<file path="config.mk">
export PLATFORM = sky130hd
export DESIGN_NAME = shuffled_park_miller_rng_core
export DESIGN_NICKNAME = d
export VERILOG_FILES = /design/src/rtl/spm_pkg.sv /design/src/rtl/shuffled_park_miller_rng_core.sv /design/src/rtl/spm_ram.sv /design/src/rtl/spm_lcg.sv /design/src/rtl/spm_bucket.sv
export SDC_FILE = /design/constraint.sdc
export NUM_CORES = 2
export LEC_CHECK = 0
export BUFFER_PORTS_ARGS = -buffer_cell sky130_fd_sc_hd__clkbuf_2
export CORE_UTILIZATION = 30
export DETAILED_ROUTE_END_ITERATION = 8
export HOLD_SLACK_MARGIN = 0.05
export PLACE_DENSITY = 0.47
export SLEW_MARGIN = 20
export SYNTH_ARGS = -nofsm -noshare
export SYNTH_HDL_FRONTEND = slang
export SYNTH_HIERARCHICAL = 1
export SYNTH_SLANG_ARGS = --single-unit
export TNS_END_PERCENT = 1
</file>
<file path="constraint.sdc">
create_clock -name clock -period 7.4 [get_ports clock]
set_clock_uncertainty 0.1 [all_clocks]
set_input_delay 0.37 -clock clock [delete_from_list [all_inputs] [get_ports clock]]
set_output_delay 0.37 -clock clock [all_outputs]
set_load 0.05 [all_outputs]
</file>
<file path="src/rtl/spm_pkg.sv">
package spm_pkg;

   localparam int TABLE_SIZE_DEF = 32;
   localparam int WARM_EXTRA     = 8;

   localparam int VAL_W  = 31;                  // generator value / result
   localparam int GEN_W  = 32;                  // start value may reach 2^31
   localparam int MULT_W = 15;
   localparam int PROD_W = GEN_W + MULT_W;

   localparam logic [MULT_W-1:0] LCG_MULT    = 15'd16807;
   localparam logic [VAL_W-1:0]  LCG_MOD     = 31'h7FFF_FFFF;
   localparam logic [GEN_W-1:0]  SEED_OFFSET = 32'd22261048;
   localparam logic signed [31:0] SEED_HIGH  = 32'sd1000;
   localparam logic signed [31:0] SEED_LOW   = -32'sd1000;

   // p mod (2^31 - 1): fold the bits above 31 onto the low word, one correction
   function automatic logic [VAL_W-1:0] mod_fold(input logic [PROD_W-1:0] p);
      logic [GEN_W-1:0] sum;
      sum = GEN_W'(p[PROD_W-1:VAL_W]) + GEN_W'(p[VAL_W-1:0]);
      if (sum >= GEN_W'(LCG_MOD)) begin
         sum = sum - GEN_W'(LCG_MOD);
      end
      return sum[VAL_W-1:0];
   endfunction

endpackage

</file>
<file path="src/rtl/shuffled_park_miller_rng_core.sv">
// Path: a taken request runs ST_SMUL, ST_SRED and ST_SWB before its word is registered, after any warm-up.
// A new request is taken only in ST_IDLE, after the step multiply, the table read and the write-back.
// Warm-up (on the first request after reset or a seed write): 40 generator steps, one
// multiply and one modular fold per step, writing the last TABLE_SIZE into the table.
// Reset (synchronous, active high) folds seed 0, arms the warm-up, clears the last word.
module shuffled_park_miller_rng_core
   import spm_pkg::*;
#(
   parameter int TABLE_SIZE = TABLE_SIZE_DEF
) (
   input  logic        clock,
   input  logic        reset,
   input  logic        req_tvalid,
   output logic        req_tready,
   input  logic [7:0]  req_tdata,    // [0] request
   output logic        rsp_tvalid,
   input  logic        rsp_tready,
   output logic [31:0] rsp_tdata,    // [30:0] random_value
   input  logic        csr_wr_en,
   input  logic [31:0] csr_wr_data   // seed, signed
);

   localparam int IDX_W = $clog2(TABLE_SIZE);
   localparam int CNT_W = $clog2(TABLE_SIZE + WARM_EXTRA);

   typedef enum logic [5:0] {
      ST_IDLE = 6'b000001,
      ST_WMUL = 6'b000010,
      ST_WRED = 6'b000100,
      ST_SMUL = 6'b001000,
      ST_SRED = 6'b010000,
      ST_SWB  = 6'b100000
   } state_type;

   state_type        state_ff, state_in;
   logic [GEN_W-1:0] gen_ff, gen_in;
   logic             pend_ff, pend_in;
   logic [VAL_W-1:0] last_ff, last_in;
   logic [CNT_W-1:0] cnt_ff, cnt_in;
   logic [IDX_W-1:0] idx_ff, idx_in;
   logic             rsp_valid_ff, rsp_valid_in;
   logic [VAL_W-1:0] rsp_data_ff, rsp_data_in;

   logic             req_accept;
   logic             warm_needed;
   logic             commit;
   logic             lcg_mul_en;
   logic [VAL_W-1:0] lcg_next;
   logic [IDX_W-1:0] bucket_idx;
   logic             ram_wr_en;
   logic [IDX_W-1:0] ram_wr_addr;
   logic [VAL_W-1:0] ram_wr_data;
   logic             ram_rd_en;
   logic [VAL_W-1:0] ram_rd_data;
   logic signed [31:0] seed;
   logic [GEN_W-1:0] seed_mag;

   spm_lcg u_lcg (
      .clock  (clock),
      .mul_en (lcg_mul_en),
      .gen_i  (gen_ff),
      .next_o (lcg_next)
   );

   spm_bucket #(
      .TABLE_SIZE (TABLE_SIZE)
   ) u_bucket (
      .clock  (clock),
      .mul_en (state_ff == ST_SMUL),
      .last_i (last_ff),
      .idx_o  (bucket_idx)
   );

   spm_ram #(
      .WIDTH (VAL_W),
      .DEPTH (TABLE_SIZE)
   ) u_table (
      .clock   (clock),
      .wr_en   (ram_wr_en),
      .wr_addr (ram_wr_addr),
      .wr_data (ram_wr_data),
      .rd_en   (ram_rd_en),
      .rd_addr (bucket_idx),
      .rd_data (ram_rd_data)
   );

   assign req_tready  = (state_ff == ST_IDLE);
   assign req_accept  = req_tvalid && req_tready && req_tdata[0];
   assign warm_needed = pend_ff || (gen_ff == '0) || (last_ff == '0);
   assign commit      = (state_ff == ST_SWB) && (!rsp_valid_ff || rsp_tready);
   assign lcg_mul_en  = (state_ff == ST_WMUL) || (state_ff == ST_SMUL);
   assign ram_rd_en   = (state_ff == ST_SRED);

   // seed mapped to a positive generator start value, stored as is
   assign seed = csr_wr_data;
   always_comb begin
      if (seed > SEED_HIGH) begin
         seed_mag = csr_wr_data;
      end else if (seed > SEED_LOW) begin
         seed_mag = SEED_OFFSET - csr_wr_data;
      end else begin
         seed_mag = ~csr_wr_data + GEN_W'(1);
      end
   end

   always_comb begin
      ram_wr_en   = 1'b0;
      ram_wr_addr = cnt_ff[IDX_W-1:0];
      ram_wr_data = lcg_next;
      if ((state_ff == ST_WRED) && (cnt_ff < CNT_W'(TABLE_SIZE))) begin
         ram_wr_en = 1'b1;
      end else if (commit) begin
         ram_wr_en   = 1'b1;
         ram_wr_addr = idx_ff;
         ram_wr_data = gen_ff[VAL_W-1:0];
      end
   end

   always_comb begin
      state_in     = state_ff;
      gen_in       = gen_ff;
      pend_in      = pend_ff;
      last_in      = last_ff;
      cnt_in       = cnt_ff;
      idx_in       = idx_ff;
      rsp_valid_in = rsp_valid_ff && !rsp_tready;
      rsp_data_in  = rsp_data_ff;
      case (state_ff)
         ST_IDLE: begin
            if (req_accept) begin
               if (warm_needed) begin
                  gen_in   = pend_ff ? gen_ff : GEN_W'(1);
                  cnt_in   = CNT_W'(TABLE_SIZE + WARM_EXTRA - 1);
                  state_in = ST_WMUL;
               end else begin
                  state_in = ST_SMUL;
               end
            end
         end
         ST_WMUL: begin
            state_in = ST_WRED;
         end
         ST_WRED: begin
            gen_in = GEN_W'(lcg_next);
            if (cnt_ff == '0) begin
               last_in  = lcg_next;
               pend_in  = 1'b0;
               state_in = ST_SMUL;
            end else begin
               cnt_in   = cnt_ff - CNT_W'(1);
               state_in = ST_WMUL;
            end
         end
         ST_SMUL: begin
            state_in = ST_SRED;
         end
         ST_SRED: begin
            gen_in   = GEN_W'(lcg_next);
            idx_in   = bucket_idx;
            state_in = ST_SWB;
         end
         ST_SWB: begin
            // hold until the output register is free
            if (commit) begin
               rsp_valid_in = 1'b1;
               rsp_data_in  = ram_rd_data;
               last_in      = ram_rd_data;
               state_in     = ST_IDLE;
            end
         end
         default: begin
            state_in = ST_IDLE;
         end
      endcase
      if (csr_wr_en) begin
         gen_in  = seed_mag;
         pend_in = 1'b1;
      end
   end

   always_ff @(posedge clock) begin
      if (reset) begin
         state_ff     <= ST_IDLE;
         gen_ff       <= SEED_OFFSET;
         pend_ff      <= 1'b1;
         last_ff      <= '0;
         rsp_valid_ff <= 1'b0;
      end else begin
         state_ff     <= state_in;
         gen_ff       <= gen_in;
         pend_ff      <= pend_in;
         last_ff      <= last_in;
         rsp_valid_ff <= rsp_valid_in;
      end
   end

   always_ff @(posedge clock) begin
      cnt_ff      <= cnt_in;
      idx_ff      <= idx_in;
      rsp_data_ff <= rsp_data_in;
   end

   assign rsp_tvalid = rsp_valid_ff;
   assign rsp_tdata  = {1'b0, rsp_data_ff};

`ifndef SYNTH
   a_word_from_writeback: assert property (@(posedge clock) disable iff (reset)
      $rose(rsp_valid_ff) |-> $past(state_ff == ST_SWB))
      else $error("result word raised outside write-back");

   a_serve_after_warm: assert property (@(posedge clock) disable iff (reset)
      (state_ff == ST_SMUL) |-> !pend_ff)
      else $error("serving with warm-up still pending");

   a_index_in_table: assert property (@(posedge clock) disable iff (reset)
      (state_ff == ST_SRED) |-> (32'(bucket_idx) < 32'(TABLE_SIZE)))
      else $error("bucket index beyond table");

   a_warm_start: assert property (@(posedge clock) disable iff (reset)
      (state_ff == ST_IDLE && req_accept && warm_needed && !csr_wr_en) |=>
         (state_ff == ST_WMUL && cnt_ff == CNT_W'(TABLE_SIZE + WARM_EXTRA - 1)))
      else $error("warm-up did not start at full count");
`endif

endmodule

</file>
<file path="src/rtl/spm_ram.sv">
module spm_ram #(
   parameter int WIDTH = 31,
   parameter int DEPTH = 32
) (
   input  logic                     clock,
   input  logic                     wr_en,
   input  logic [$clog2(DEPTH)-1:0] wr_addr,
   input  logic [WIDTH-1:0]         wr_data,
   input  logic                     rd_en,
   input  logic [$clog2(DEPTH)-1:0] rd_addr,
   output logic [WIDTH-1:0]         rd_data
);

   logic [WIDTH-1:0] mem_ff [DEPTH];
   logic [WIDTH-1:0] rd_data_ff;

   always_ff @(posedge clock) begin
      if (wr_en) begin
         mem_ff[wr_addr] <= wr_data;
      end
      if (rd_en) begin
         rd_data_ff <= mem_ff[rd_addr];
      end
   end

   assign rd_data = rd_data_ff;

endmodule

</file>
<file path="src/rtl/spm_lcg.sv">
module spm_lcg
   import spm_pkg::*;
(
   input  logic             clock,
   input  logic             mul_en,
   input  logic [GEN_W-1:0] gen_i,
   output logic [VAL_W-1:0] next_o
);

   logic [PROD_W-1:0] prod_in;
   logic [PROD_W-1:0] prod_ff;

   assign prod_in = PROD_W'(gen_i) * PROD_W'(LCG_MULT);

   always_ff @(posedge clock) begin
      if (mul_en) begin
         prod_ff <= prod_in;
      end
   end

   // reduce in the cycle after the multiply
   assign next_o = mod_fold(prod_ff);

endmodule

</file>
<file path="src/rtl/spm_bucket.sv">
module spm_bucket
   import spm_pkg::*;
#(
   parameter int TABLE_SIZE = TABLE_SIZE_DEF
) (
   input  logic                          clock,
   input  logic                          mul_en,
   input  logic [VAL_W-1:0]              last_i,
   output logic [$clog2(TABLE_SIZE)-1:0] idx_o
);

   localparam int IDX_W = $clog2(TABLE_SIZE);
   localparam logic [63:0] BUCKET = 64'd1 + (64'(LCG_MOD) - 64'd1) / 64'(TABLE_SIZE);
   // reciprocal scaled so the error stays below 1/BUCKET for any 31-bit value
   localparam int SHIFT = VAL_W + $clog2(BUCKET);
   localparam logic [63:0] RECIP = ((64'd1 << SHIFT) / BUCKET) + 64'd1;

   logic [63:0] prod_in;
   logic [63:0] prod_ff;
   logic [63:0] quot;

   assign prod_in = 64'(last_i) * RECIP;

   always_ff @(posedge clock) begin
      if (mul_en) begin
         prod_ff <= prod_in;
      end
   end

   assign quot = prod_ff >> SHIFT;

   // clamp the top bucket onto the last entry
   assign idx_o = (quot >= 64'(TABLE_SIZE)) ? IDX_W'(TABLE_SIZE - 1) : quot[IDX_W-1:0];

endmodule
</file>
**After elaboration in Yosys (flattened, before gate mapping)**

Memories as Yosys holds them, arrays and structs flattened. A register that Yosys moved wholly into a read port is not among the register bits.
Cells that the tools add are included.

- Bits in registers: 223
- Bits in writable memories: 992
- Input bits: 45
- Word-level logic and storage cells: 94
- Memories: 1

Memory list:

| name | words | bits a word | read ports | clocked after Yosys merged registers in | wr ports | line | text |
|---|---|---|---|---|---|---|---|
| u_table.mem_ff | 32 | 31 | 1 | 1 | 1 | spm_ram.sv:14 | `logic [WIDTH-1:0] mem_ff [DEPTH];` |

- Add/sub/neg operators: 5
- Multiply operators: 2
- Magnitude comparators: 5
- Equality and inequality tests: 14
- Muxes and demuxes: 31
- Bitwise logic cells: 1
- Reduce and logical (&&, ||, !) cells: 25

Operators with widths:

| kind | count |
|---|---|
| 32-bit two-way mux | 6 |
| 31-bit two-way mux | 5 |
| 32-bit by 11-bit > comparator with 1-bit output (second input constant) | 2 |
| 32-bit case mux with 2 select lines | 1 |
| 31-bit by 32-bit multiplier with 63-bit output (second input constant) | 1 |
| 31-bit case mux with 2 select lines | 1 |
| 32-bit by 15-bit multiplier with 47-bit output (second input constant) | 1 |
| 6-bit case mux with 6 select lines | 1 |
| 16-bit by 31-bit adder with 32-bit output | 1 |
| 32-bit by 1-bit adder with 32-bit output (second input constant) | 1 |
| 32-bit by 31-bit >= comparator with 1-bit output (second input constant) | 1 |
| 32-bit zero test | 1 |
| 32-bit NOT | 1 |
| 25-bit by 32-bit subtractor with 32-bit output (first input constant) | 1 |
| 31-bit zero test | 1 |
| 31-bit subtractor (second input constant) | 1 |
| 6-bit two-way mux | 5 |
| 5-bit two-way mux | 3 |
| 6-bit case mux with 2 select lines | 1 |
| 4-bit two-way mux | 2 |
| 4-bit AND reduction | 2 |
| 6-bit by 1-bit == test with 1-bit output (second input constant) | 1 |
| 6-bit by 2-bit == test with 1-bit output (second input constant) | 1 |
| 6-bit by 3-bit == test with 1-bit output (second input constant) | 1 |
| other kinds (20) | 41 |

**Longest topological paths before layout**

- Word-level depth: 7
- Gate-level depth with buffers: 24
- Gate-level depth less buffers: 23

**By module**

Netlist, hierarchy kept.

Modules (own cells, without submodules):

| module | instances | cells each | area an instance (um^2) | seq. area each (um^2) |
|---|---|---|---|---|
| spm_ram | 1 | 2192 | 39474.1 | 30719.5 |
| spm_lcg | 1 | 1177 | 10983.0 | 1411.4 |
| shuffled_park_miller_rng_core | 1 | 672 | 6377.4 | 2682.6 |
| spm_bucket | 1 | 5 | 150.1 | 150.1 |

**Worst setup path before layout**

OpenSTA, ideal clock, no wires.

- Path type: flip-flop to flip-flop
- Start: register gen_ff[20]
- End: register u_lcg.prod_ff[43], data pin
- Setup time: 262 ps
- Data arrival time: 5730 ps
- Path slack: 1308 ps
- Cell stages (with the launch flop): 24
- Path buffers: 0
- Path through: dfxtp_1 > inv_1 > fa_1 > inv_1 > ha_1 > inv_1 > fa_1 > inv_1 > fa_1 > fa_1 > inv_1 > fa_1 > inv_1 > ha_1 > a21o_1 > a211o_1 > nor2_1 > nand2_1 > o211a_1 > a311o_1 > o21ai_0 > a31o_2 > a21oi_1 > xor2_1

- Word-level cells in the longest chain between the ends: 1

Ends and longest elaborated chain:

| item | line | text |
|---|---|---|
| start, declared | shuffled_park_miller_rng_core.sv:36 | `logic [GEN_W-1:0] gen_ff, gen_in;` |
| start signal, assigned | shuffled_park_miller_rng_core.sv:190 | `gen_ff <= gen_in;` |
| 32-bit by 15-bit multiplier with 47-bit output | spm_lcg.sv:13 | `assign prod_in = PROD_W'(gen_i) * PROD_W'(LCG_MULT);` |
| via u_lcg.prod_in[43] | spm_lcg.sv:10 | `logic [PROD_W-1:0] prod_in;` |
| end signal, assigned | spm_lcg.sv:17 | `prod_ff <= prod_in;` |
| end, declared | spm_lcg.sv:11 | `logic [PROD_W-1:0] prod_ff;` |

The timed path passes the listed nets, and every way through them passes these cells.
A chain may end at the register's enable or synchronous reset.

**Final worst setup path**

- Start: register gen_ff[22]
- End: register u_lcg.prod_ff[43], data pin

Same word-level chain as after synthesis.

==> run summary <==
================================================================================
Worst supply voltage drop on vdd                                      0.000341 V
Cell types with the highest counts after synthesis                  sky130_fd_sc_hd__edfxtp_1, sky130_fd_sc_hd__mux2i_1, sky130_fd_sc_hd__inv_1
Net switching power of the design                                        7.02 mW
Insertion delay of the later-clocked pin in the worst-skew pair          0.76 ns
Final Critical Period                                                    6.64 ns
Worst-path fanout max                                                          8
Most used routing layer                                                     met2
Run status                                                          finished, final reports clean
Power density normalized to cell area                                327 nW/um^2
Average via count per standard cell                                         4.98
Clk pwr share                                                              29.7%
Vias after detailed routing                                                33.9k
Reg power frac                                                             37.4%
CTS clk-pin slew, worst paths                                            0.06 ns
Worst stage delay on the critical path                                   0.55 ns
Crit path top cell by count                                         sky130_fd_sc_hd__inv_1
Actual slew at the worst max-slew pin                                    1.15 ns
CTS resizes                                                                    0
Cell with the largest stage delay on the worst path                 sky130_fd_sc_hd__dfxtp_1
Number of antenna violations at the first check in global routing              3
Final worst path period share                                              89.8%
Violation count after the first detailed-routing iteration                  2477
Synthesized-area fraction occupied by xor and xnor cells                   1.60%
Critical-path cell list                                             inv_1 > fa_1 > inv_1 > ha_1 > inv_1 > fa_1 > inv_1 > fa_1 > fa_1 > inv_1 > fa_1 > inv_1 > ha_1 > a21o_1 > a211o_1 > nor2_1 > nand2_1 > o211a_1 > a311o_1 > o21ai_0 > a31o_2 > a21oi_1 > xor2_1
Share of the yosys chip area belonging to registers                        61.4%
Number of buffer cells added on primary ports                                 70
Register bit total from synthesis                                           1188
Mapped Area                                                          57000 sq um
Count of non-filler cells in the finished layout                            6801
First-pass GRT wire length                                          242000 microns
Met2 demand-to-capacity share in global routing                            30.4%
Post-CTS Hold Fix Bufs                                                        31
Data arrival time of the critical path                                   7.05 ns
Leakage power                                                            24.2 nW
Routed wire per std cell                                            24.7 microns
Global placer's final weighted congestion                                  0.869
Count of different cell masters after synthesis                               93
Most common cell in the netlist                                     sky130_fd_sc_hd__edfxtp_1
Most common flop cell mapped by yosys                               sky130_fd_sc_hd__edfxtp_1
Cell count after synthesis                                                  4046
Switching power share of the total                                         33.0%
Critical Path Source Type                                               register
TritonCTS clock tree                                                        done
TritonCTS buffer count                                                       130
Area fraction in compound gates after synthesis                            7.62%
Async set or reset register ratio after synthesis                             0%
Post-synthesis adder-cell area fraction                                    9.52%
Die Wd                                                               438 microns
Full die area                                                       192000 sq um
Cell count after placement                                                  6531
Layout cell share with drive strength beyond 1                             11.6%
Max_slew headroom                                                          23.1%
Met3 track utilization from global routing                                 1.97%
Total Wirelength                                                    168000 microns
Synthesis-to-layout area growth                                            14.4%
Overall power                                                            21.3 mW
Total global-route track usage                                             17.3%
Proportion of synthesized area in mux cells                                9.99%
Core Rows                                                                    159
Worst setup path startpoint                                           gen_ff[22]
Int Power                                                                14.3 mW
Area inside the core boundary                                       188000 sq um
Top cells by area in the synthesized netlist                        sky130_fd_sc_hd__edfxtp_1, sky130_fd_sc_hd__mux2i_1, sky130_fd_sc_hd__fa_1
Max Buffers Root-to-Sink                                                       3
Largest net degree at the start of global routing                            123
Post-CTS setup-driven buffer insertion count                                   0
Part of the total power dissipated in combinational logic                  32.9%
Num Clock Sinks                                                             1188
Top-Level Pins                                                                79
Clock H-tree levels                                                            4
Drt pass-1 iters                                                               5
Detailed-route DRC error count                                                 0
Max Slew Vio Count                                                             0
Unrepaired setup endpoints after global routing                            false
Starting Density                                                           30.3%
Clock root buffer                                                   sky130_fd_sc_hd__clkbuf_16
Average cell area after synthesis                                     14.1 sq um
Worst min-delay path class                                          primary input to register
Simple-Gate Fraction of Synth Area                                         6.01%
Count of endpoints failing setup in the final report                           0
Cell type with the highest aggregate area in the netlist            sky130_fd_sc_hd__edfxtp_1
Remaining global-route overflow                                                0
Proportion of netlist area held by the largest area contributor            58.9%
Net Count, Synth                                                            4441
Start point of the worst min-delay path                             csr_wr_data[16]
HPWL after detailed placement                                       105000 microns
Achievable Freq                                                          151 MHz
Number of global-route vias before repair                                  34.2k
Final Hold Viols                                                               0
Element type at the critical path end                                   register
Setup Crit Path Kind                                                register to register
Worst Path Required                                                      7.80 ns
Number of antenna-violating nets in the routed design                          0
Final-stage net count                                                       4594
Count of flip-flops with a built-in enable after synthesis                  1117
Overall die height                                                   438 microns
Largest family of logic cells by synthesized area                   multiplexers
Fin Setup TNS                                                               0 ns
Reg-to-reg critical path startpoint                                   gen_ff[22]
Max-capacitance violation count                                                0
Synthesis warning total                                                        6
Met1 track demand over resource in global routing                          22.3%
================================================================================
## layout by cell type, fill, tap and decap left out, types with 11 or more instances in the layout
cell	synthesis	routed
sky130_fd_sc_hd__o22ai_1	11	11
sky130_fd_sc_hd__buf_4	36	94
sky130_fd_sc_hd__a31oi_1	47	46
sky130_fd_sc_hd__dfxtp_1	71	71
sky130_fd_sc_hd__clkbuf_16	0	135
sky130_fd_sc_hd__and3_1	17	17
sky130_fd_sc_hd__a22o_1	63	63
sky130_fd_sc_hd__mux2_2	31	31
sky130_fd_sc_hd__nor4_1	25	25
sky130_fd_sc_hd__o21ai_1	18	18
sky130_fd_sc_hd__mux2i_1	533	533
sky130_fd_sc_hd__or3_1	11	11
sky130_fd_sc_hd__a221oi_1	14	14
sky130_fd_sc_hd__clkbuf_2	1	69
sky130_fd_sc_hd__clkinv_1	1	29
sky130_fd_sc_hd__clkinv_2	0	22
sky130_fd_sc_hd__buf_12	0	11
sky130_fd_sc_hd__a22oi_1	104	104
sky130_fd_sc_hd__clkbuf_1	90	26
sky130_fd_sc_hd__nand4_1	27	27
sky130_fd_sc_hd__nor2_4	0	33
sky130_fd_sc_hd__edfxtp_1	1117	1117
sky130_fd_sc_hd__xnor2_1	68	68
sky130_fd_sc_hd__dlygate4sd3_1	0	31
sky130_fd_sc_hd__xor2_1	36	36
sky130_fd_sc_hd__o21ai_0	47	47
sky130_fd_sc_hd__inv_1	337	336
sky130_fd_sc_hd__a21oi_1	168	166
sky130_fd_sc_hd__ha_1	211	211
sky130_fd_sc_hd__a211oi_1	41	40
sky130_fd_sc_hd__a21o_1	25	25
sky130_fd_sc_hd__nand3_1	127	127
sky130_fd_sc_hd__nor3_1	64	64
sky130_fd_sc_hd__nand2_1	170	168
sky130_fd_sc_hd__fa_1	139	139
sky130_fd_sc_hd__nor2_1	151	117
## path summary, 6_finish.rpt
| path | to | slack [ns] | cells after the start |
|---|---|---|---|
| worst min-delay path | gen_ff[16] | 0.10 | 3 |
| worst min register to register | u_bucket/prod_ff[58] | 0.38 | 0 |
| worst max-delay path | u_lcg/prod_ff[43] | 0.76 | 23 |
| worst max register to register | u_lcg/prod_ff[43] | 0.76 | 23 |
## per-stage QoR
step	hold WS, ns	instance area, sq um	utilization (%)	setup slack, ns
after floorplan	0.326	57000	-	1.31
after global placement	0.371	60700	32.3	0.686
after detailed placement	0.357	60700	32.3	0.756
after CTS	0.0516	65200	34.6	0.731
after global routing	0.0801	65200	34.6	0.395
final	0.101	65200	34.6	0.758
## sequential cells by signal, indices dropped and copies added (netlist names), 6 cells and up
register	count
u_table/mem_ff	992
u_lcg/prod_ff	47
gen_ff	32
last_ff	31
rsp_data_ff	31
u_table/rd_data	31
cnt_ff	6
state_ff	6
## worst max-delay path, delay by kind of cell, from the launching register on
family                   cells  cell delay, ns
flip-flops                   1            0.55
buffers and inverters        6            0.48
AO/OA/AOI/OAI                7            1.76
XOR/XNOR                     1            0.14
AND/OR/NAND/NOR              2            0.22
adder cells (fa/ha/maj)      7            3.16
## area by class of cell
type                       instances  area (sq um)
tap                             2495          3120
clock inverter                    73           604
fill                           18300        123000
timing repair buffer             206          1590
sequential                      1188         35000
antenna                            2          5.00
inverter                         338          1270
clock buffer                     164          3520
multi-input combinational       2335         20100
## per-layer routing
metal	vias up	part of all wire [%]
li1	15500	-
met1	17500	43
met2	698	51
met3	202	3.3
met4	0	2.8
met5	-	0
## cells by family after synthesis
group | after synthesis
AOI/OAI and AO/OA | 627
and+or+nand+nor | 688
DFF | 1188
xor gates and xnor gates | 104
buffers and inverters | 523
other | 1
muxes | 565
adders and majority gates | 350
## power by group through the flow
| stage | logic, mW | clock network [mW] | registers (mW) |
|---|---|---|---|
| global placement | 6.95 | 0 | 8.12 |
| detailed placement | 6.94 | 0 | 8.12 |
| CTS | 7.04 | 6.47 | 7.98 |
| finish | 7.00 | 6.32 | 7.97 |
| floorplan | 5.11 | 0 | 8.10 |
| global route | 7.88 | 6.71 | 7.98 |
Power figures use the tool's default switching activity.
